--- src/rtl/opd_pkg.sv ---
// Shared types for the order-preserving dedup core.
// Holds the controller state encoding and the command and status bundles.
// No dependencies.
package opd_pkg;

    typedef enum logic [1:0] {
        ST_IDLE,
        ST_SCAN,
        ST_DONE
    } state_t;

    // Commands from the controller to the datapath
    typedef struct packed {
        logic load;     // capture the input item and restart the scan
        logic scan;     // issue the next store read and compare the last one
        logic finish;   // append if new, load the result register
    } cmd_t;

    // Status from the datapath to the controller
    typedef struct packed {
        logic scan_done;  // match found or every kept entry compared
        logic out_free;   // result register can take a new result this cycle
    } status_t;

endpackage

--- src/rtl/opd_ctrl.sv ---
// Controller state machine for the order-preserving dedup core.
// Depends on opd_pkg for the state type and the command and status bundles.
module opd_ctrl (
    input  logic             clk,
    input  logic             rst_n,
    input  logic             in_valid,
    output logic             in_stall,
    input  opd_pkg::status_t status,
    output opd_pkg::cmd_t    cmd
);
    import opd_pkg::*;

    state_t state_reg;
    state_t state_next;

    // State register
    always_ff @(posedge clk or negedge rst_n)
    begin
        if (!rst_n)
        begin
            state_reg <= ST_IDLE;
        end
        else
        begin
            state_reg <= state_next;
        end
    end

    // Next state and commands
    always_comb
    begin
        state_next = state_reg;
        cmd        = '0;
        in_stall   = 1'b1;
        unique case (state_reg)
            ST_IDLE:
            begin
                in_stall = 1'b0;
                if (in_valid)
                begin
                    cmd.load   = 1'b1;
                    state_next = ST_SCAN;
                end
            end
            ST_SCAN:
            begin
                cmd.scan = 1'b1;
                if (status.scan_done)
                begin
                    state_next = ST_DONE;
                end
            end
            ST_DONE:
            begin
                if (status.out_free)
                begin
                    cmd.finish = 1'b1;
                    state_next = ST_IDLE;
                end
            end
            default:
            begin
                state_next = ST_IDLE;
            end
        endcase
    end

`ifndef SYNTHESIS
    // A transfer in is only taken while idle, and always starts a scan
    a_load_to_scan: assert property (@(posedge clk) disable iff (!rst_n)
        cmd.load |=> state_reg == ST_SCAN)
        else $error("load did not start a scan");

    // Finish never fires while the result register is still held
    a_finish_free: assert property (@(posedge clk) disable iff (!rst_n)
        cmd.finish |-> status.out_free)
        else $error("result loaded while output stalled");

    // Commands are exclusive
    a_cmd_onehot: assert property (@(posedge clk) disable iff (!rst_n)
        $onehot0({cmd.load, cmd.scan, cmd.finish}))
        else $error("more than one command at once");
`endif

endmodule

--- src/rtl/opd_datapath.sv ---
// Datapath of the order-preserving dedup core: distinct-value memory,
// scan address and compare stage, kept count and result register.
// Depends on opd_pkg for the command and status bundles.
module opd_datapath #(
    parameter int MAX_DISTINCT = 64
) (
    input  logic               clk,
    input  logic               rst_n,
    input  opd_pkg::cmd_t      cmd,
    output opd_pkg::status_t   status,
    input  logic signed [31:0] value,
    input  logic               last,
    output logic               out_valid,
    input  logic               out_stall,
    output logic signed [31:0] value_out,
    output logic               first_seen,
    output logic [6:0]         distinct_count,
    output logic               overflow,
    output logic               set_end
);
    import opd_pkg::*;

    localparam int CNT_W  = $clog2(MAX_DISTINCT + 1);
    localparam int ADDR_W = $clog2(MAX_DISTINCT);
    localparam logic [CNT_W-1:0] CNT_MAX = CNT_W'(MAX_DISTINCT);

    // Distinct-value memory, one write and one registered read per cycle
    logic [31:0] store_mem [MAX_DISTINCT];

    logic [31:0]       value_reg;
    logic              last_reg;
    logic              found_reg,      found_next;
    logic              cmp_valid_reg,  cmp_valid_next;
    logic [CNT_W-1:0]  rd_idx_reg,     rd_idx_next;
    logic [31:0]       rd_data_reg;
    logic [CNT_W-1:0]  kept_count_reg, kept_count_next;

    logic              out_valid_reg,  out_valid_next;
    logic [31:0]       value_out_reg;
    logic              first_seen_reg;
    logic [6:0]        count_out_reg;
    logic              overflow_reg;
    logic              set_end_reg;

    logic              more;
    logic              match;
    logic              room;
    logic              do_write;
    logic              do_read;
    logic [CNT_W-1:0]  count_after;

    // Scan and append decisions
    assign more        = rd_idx_reg < kept_count_reg;
    assign match       = cmp_valid_reg && (rd_data_reg == value_reg);
    assign room        = kept_count_reg < CNT_MAX;
    assign do_read     = cmd.scan && more;
    assign do_write    = cmd.finish && !found_reg && room;
    assign count_after = do_write ? kept_count_reg + CNT_W'(1) : kept_count_reg;

    assign status.scan_done = found_reg || match || (!more && !cmp_valid_reg);
    assign status.out_free  = !out_valid_reg || !out_stall;

    // Next values of the control registers
    always_comb
    begin
        found_next      = found_reg;
        cmp_valid_next  = cmp_valid_reg;
        rd_idx_next     = rd_idx_reg;
        kept_count_next = kept_count_reg;
        out_valid_next  = out_valid_reg && out_stall;
        if (cmd.load)
        begin
            found_next     = 1'b0;
            cmp_valid_next = 1'b0;
            rd_idx_next    = '0;
        end
        if (cmd.scan)
        begin
            cmp_valid_next = more;
            if (more)
            begin
                rd_idx_next = rd_idx_reg + CNT_W'(1);
            end
            if (match)
            begin
                found_next = 1'b1;
            end
        end
        if (cmd.finish)
        begin
            out_valid_next  = 1'b1;
            kept_count_next = last_reg ? '0 : count_after;
        end
    end

    // Control registers
    always_ff @(posedge clk or negedge rst_n)
    begin
        if (!rst_n)
        begin
            found_reg      <= 1'b0;
            cmp_valid_reg  <= 1'b0;
            rd_idx_reg     <= '0;
            kept_count_reg <= '0;
            out_valid_reg  <= 1'b0;
        end
        else
        begin
            found_reg      <= found_next;
            cmp_valid_reg  <= cmp_valid_next;
            rd_idx_reg     <= rd_idx_next;
            kept_count_reg <= kept_count_next;
            out_valid_reg  <= out_valid_next;
        end
    end

    // Capture the input item
    always_ff @(posedge clk)
    begin
        if (cmd.load)
        begin
            value_reg <= value;
            last_reg  <= last;
        end
    end

    // Memory write and registered read
    always_ff @(posedge clk)
    begin
        if (do_write)
        begin
            store_mem[kept_count_reg[ADDR_W-1:0]] <= value_reg;
        end
        if (do_read)
        begin
            rd_data_reg <= store_mem[rd_idx_reg[ADDR_W-1:0]];
        end
    end

    // Result register, held while the output is stalled
    always_ff @(posedge clk)
    begin
        if (cmd.finish)
        begin
            value_out_reg  <= value_reg;
            first_seen_reg <= !found_reg;
            count_out_reg  <= 7'(count_after);
            overflow_reg   <= !found_reg && !room;
            set_end_reg    <= last_reg;
        end
    end

    assign out_valid      = out_valid_reg;
    assign value_out      = value_out_reg;
    assign first_seen     = first_seen_reg;
    assign distinct_count = count_out_reg;
    assign overflow       = overflow_reg;
    assign set_end        = set_end_reg;

`ifndef SYNTHESIS
    // The kept count never exceeds the store depth
    a_count_bound: assert property (@(posedge clk) disable iff (!rst_n)
        kept_count_reg <= CNT_MAX)
        else $error("kept count beyond store depth");

    // An overflowed result is new and reports a full store
    a_overflow_full: assert property (@(posedge clk) disable iff (!rst_n)
        out_valid && overflow |-> first_seen && distinct_count == 7'(MAX_DISTINCT))
        else $error("overflow without full store");

    // The store empties after the last element of a set
    a_set_clear: assert property (@(posedge clk) disable iff (!rst_n)
        cmd.finish && last_reg |=> kept_count_reg == '0)
        else $error("store not emptied at end of set");
`endif

endmodule

--- src/rtl/order_preserving_dedup_core.sv ---
// Top level of the order-preserving dedup core.
// Instantiates opd_ctrl and opd_datapath; depends on opd_pkg.
//
//   channel | handshake             | payload
//   --------+-----------------------+----------------------------------------------------
//   input   | in_valid, in_stall    | value, last
//   output  | out_valid, out_stall  | value_out, first_seen, distinct_count, overflow, set_end
//
// The scan compares the item against the kept values one at a time, up to
// MAX_DISTINCT of them, and stops at a match. The next transfer in is taken
// only after the result is loaded, so the core scans one item at a time. The
// store memory's single read port, one entry a cycle, sets the scan rate.
// Reset is asynchronous, active low, and empties the store; contents of the
// memory are never read before being written. The next item is taken while
// a result waits in the output register; out_stall holds only the finish step.
module order_preserving_dedup_core #(
    parameter int MAX_DISTINCT = 64
) (
    input  logic               clk,
    input  logic               rst_n,
    input  logic               in_valid,
    output logic               in_stall,
    input  logic signed [31:0] value,
    input  logic               last,
    output logic               out_valid,
    input  logic               out_stall,
    output logic signed [31:0] value_out,
    output logic               first_seen,
    output logic [6:0]         distinct_count,
    output logic               overflow,
    output logic               set_end
);
    import opd_pkg::*;

    cmd_t    cmd;
    status_t status;

    // Sequence each item
    opd_ctrl u_ctrl (
        .clk      (clk),
        .rst_n    (rst_n),
        .in_valid (in_valid),
        .in_stall (in_stall),
        .status   (status),
        .cmd      (cmd)
    );

    // Store, scan and result register
    opd_datapath #(
        .MAX_DISTINCT (MAX_DISTINCT)
    ) u_datapath (
        .clk            (clk),
        .rst_n          (rst_n),
        .cmd            (cmd),
        .status         (status),
        .value          (value),
        .last           (last),
        .out_valid      (out_valid),
        .out_stall      (out_stall),
        .value_out      (value_out),
        .first_seen     (first_seen),
        .distinct_count (distinct_count),
        .overflow       (overflow),
        .set_end        (set_end)
    );

endmodule

--- config.mk ---
export PLATFORM = sky130hd
export DESIGN_NAME = order_preserving_dedup_core
export DESIGN_NICKNAME = d
export VERILOG_FILES = /design/src/rtl/opd_pkg.sv /design/src/rtl/opd_ctrl.sv /design/src/rtl/opd_datapath.sv /design/src/rtl/order_preserving_dedup_core.sv
export SDC_FILE = /design/constraint.sdc
export NUM_CORES = 2
export LEC_CHECK = 0
export BUFFER_PORTS_ARGS = -buffer_cell sky130_fd_sc_hd__buf_2
export CAP_MARGIN = 10
export CORE_ASPECT_RATIO = 1.4
export CORE_MARGIN = 2
export CORE_UTILIZATION = 45
export DETAILED_ROUTE_END_ITERATION = 8
export PLACE_DENSITY = 0.6
export SYNTH_ARGS = -nofsm -noshare
export SYNTH_HDL_FRONTEND = slang
export SYNTH_SLANG_ARGS = --single-unit
--- constraint.sdc ---
create_clock -name clk -period 9.9 [get_ports clk]
set_input_delay 0.99 -clock clk [delete_from_list [all_inputs] [get_ports clk]]
set_output_delay 0.99 -clock clk [all_outputs]
set_load 0.005 [all_outputs]
==> results.yml <==
place:
  gp_congestion: 0.856
  hpwl_um: 122000
  portBuffers: 80
  dp.cells: 6122
  preCtsSetupSlack_ns: 5.20
cts:
  htree_levels: 4
  clock_latency_ns: 0.83
  cts.sinks: 2174
  cts_tree: "done"
  cts_buffer_depth: 3
  postCtsHoldBufs: 0
  cts_resized: 0
  cts_buffers: 193
  clockRootBuffer: "clkbuf_16"
  cts_setup_buffers: 0
  path_clk_slew_ns: 0.07
power:
  p_leak_nw: 28.3
  irDropWorstVdd_mv: 0.178
  p_per_area_nw_per_um2: 236
yosys:
  synthFlopType: "edfxtp_1"
  muxShareOfSynthArea_pct: 15.9
  syn-num-nets: 3668
  synth.most_common_cell: "edfxtp_1"
  async_flop_share_pct: 0.874
  synth_xor_area_share_pct: 0.359
  synth_cell_types: 43
  synth_area_leaders: "edfxtp_1 78%, mux4_2 13%, mux4_1 1.9%, nor2_1 1.1%, mux2i_1 0.82%"
  synth_commonest_cells: "2155 x edfxtp_1, 484 x mux4_2, 237 x nor2_1"
  synth_compound_area_share_pct: 2.11
  avgSynthCellArea_sq_um: 22.9
  netlist_instances: 3623
  synthSimpleGateAreaFrac_pct: 1.69
  synth_top_family_by_area: "multiplexers"
  synth.yosys.seq_area_share_pct: 78.6
  yosys_warnings: 0
  synth_seq_cells: 2174
  syn_area_sq_um: 82900
  yosys.area.top_type: "edfxtp_1"
  yosys.area.top_type_share_pct: 78.0
  synth-adder-area-share_pct: 0.121
  synth_edf_count: 2155
setup_path:
  crit_top_cell: "buf_4"
  critPathLaunchType: "flop"
  path_buf_inv: 2
  slowest_delay_ns: 1.14
  path_cells: "buf_4, buf_4, mux4_2, o22ai_1, o21ai_0, o211ai_2, nand2_1"
  end_kind: "flop"
  reg2reg_depth: 7
  crit_slowest_cell: "o21ai_0"
  required_ns: 10.58
  ff2ff_setup_slack_ns: 5.07
  reg2reg_from: "u_datapath.rd_idx_reg[1]$_DFF_PN0_"
  r2r_end: "u_datapath.rd_data_reg[14]$_DFFE_PP_"
  crit_fanout: 57
  crit_arrival_ns: 5.51
  path_class: "reg -> reg"
  crit_family: "buffers and inverters"
timing:
  finalSetupViolCount: 0
  maxSlewHeadroom_pct: 2.82
  finalHoldViolCount: 0
  min_period_ns: 4.83
  period_share_pct: 48.8
  worstMarginPinSlew_ns: 1.44
  worst_slack_ns: 5.07
  fmax_ghz: 0.207
  clock_skew_ns: 0.0245
  fin_setup_tns_ns: 0
  maxSlewViolCount: 0
  rsz0062_at_grt: "false"
grt:
  grt_max_degree: 130
  grt_usage_pct: 23.5
  grt_pass1_vias: 39551
  grt_pass1_wl_um: 308000
  gr-total-overflow: 0
  antenna_found_initial: 16
finish:
  final_layout_size_suffix_gt1_share_pct: 27.7
  nFillCells: 14445
  synthToLayoutAreaGrowth_pct: 12.6
  final_nets: 3919
  fin_cells: 6488
  post-route-util_pct: 50.9
  largest_reg_flops: 2048
hold_path:
  hp-class: "in -> async"
floorplanning:
  row_count: 186
  core-area_sq_um: 183000
  initial_core_util_pct: 45.2
  fp.dieH_um: 512
  io_pins: 81
  die_w_um: 367
  die_area_sq_um: 188000
routing:
  routed_wl_um: 221000
  vias: 38842
  firstDrtPassIters: 6
  vias_per_cell: 5.99
  drtAntennaViolNets: 0
  first_iter_violations: 4672
  drc_errors: 0
  wl_per_cell_um: 34.1
run:
  cap_viol_max_count: 0
outcome:
  status: "completed"
==> how the worst max path moves through the flow <==
stage / from / end / depth (start not counted)
after floorplan: out_stall / u_datapath.store_mem[62][0]$_DFFE_PP_ / 5
after global placement: u_datapath.rd_idx_reg[1]$_DFF_PN0_ / u_datapath.rd_data_reg[13]$_DFFE_PP_ / 7
after detailed placement: u_datapath.rd_idx_reg[1]$_DFF_PN0_ / u_datapath.rd_data_reg[14]$_DFFE_PP_ / 7
after CTS: u_datapath.rd_idx_reg[1]$_DFF_PN0_ / u_datapath.rd_data_reg[14]$_DFFE_PP_ / 7
after global routing: u_datapath.rd_idx_reg[1]$_DFF_PN0_ / u_datapath.rd_data_reg[14]$_DFFE_PP_ / 7
final: u_datapath.rd_idx_reg[1]$_DFF_PN0_ / u_datapath.rd_data_reg[14]$_DFFE_PP_ / 7
==> cell families (layout without fill, tap and decap cells) <==
logic type / after synthesis / count (layout)
adders and majority gates: 8 / 8
other: 0 / 9
and+or+nand+nor: 342 / 342
muxes: 612 / 612
xor gates and xnor gates: 34 / 34
AOI/OAI and AO/OA: 253 / 253
DFF: 2174 / 2174
buffers and inverters: 200 / 612
==> through the flow <==
step / cell area (sq um) / power [mW] / hold WS [ns]
after floorplan: 82900 / 13.6 / 0.449
after global placement: 87100 / 14.9 / 0.469
after detailed placement: 87200 / 14.9 / 0.478
after CTS: 93400 / 22.3 / 0.0963
after global routing: 93400 / 22.7 / 0.124
final: 93400 / 22.1 / 0.136
==> cells in the final DEF (no fill, tap or decap), types with 29 or more instances in the layout <==
| master | n |
|---|---|
| buf_4 | 160 |
| buf_2 | 80 |
| clkinv_1 | 41 |
| edfxtp_1 | 2155 |
| o211ai_2 | 31 |
| a221oi_1 | 29 |
| o22ai_1 | 64 |
| nor2_1 | 173 |
| clkbuf_1 | 38 |
| mux4_2 | 484 |
| mux2i_1 | 68 |
| nand2_1 | 58 |
| nor2_4 | 64 |
| xnor2_1 | 29 |
| mux4_1 | 60 |
| clkbuf_16 | 195 |
| clkinv_2 | 35 |
| o21ai_0 | 93 |
==> power by group <==
| group | leakage (nW) | internal (mW) | switching, mW | total, mW |
|---|---|---|---|---|
| sequential | 19.6 | 10.7 | 0.185 | 10.9 |
| combinational | 5.64 | 1.57 | 2.19 | 3.76 |
| clock | 3.00 | 4.08 | 3.33 | 7.41 |
==> area by class of cell <==
class | instances | area, sq um | share of cell area (%)
Sequential cell | 2174 | 65200 | 69.8
Multi-Input combinational cell | 1249 | 17200 | 18.4
Clock buffer | 234 | 5040 | 5.39
Tap cell | 2444 | 3060 | 3.27
Timing Repair Buffer | 244 | 1690 | 1.81
Clock inverter | 122 | 1120 | 1.20
Inverter | 12 | 45.0 | 0.0482
Antenna cell | 9 | 22.5 | 0.0241
==> routing by layer <==
layer	wire (um)	track usage, %	vias to the layer above	part of all wire (%)
met3	12600	3.16	328	5.7
li1	-	-	15843	-
met5	76	0	-	0.034
met4	11800	11.7	10	5.3
met2	113000	39.9	1488	51
met1	83200	30.0	21173	38
Power figures use the tool's default switching activity.
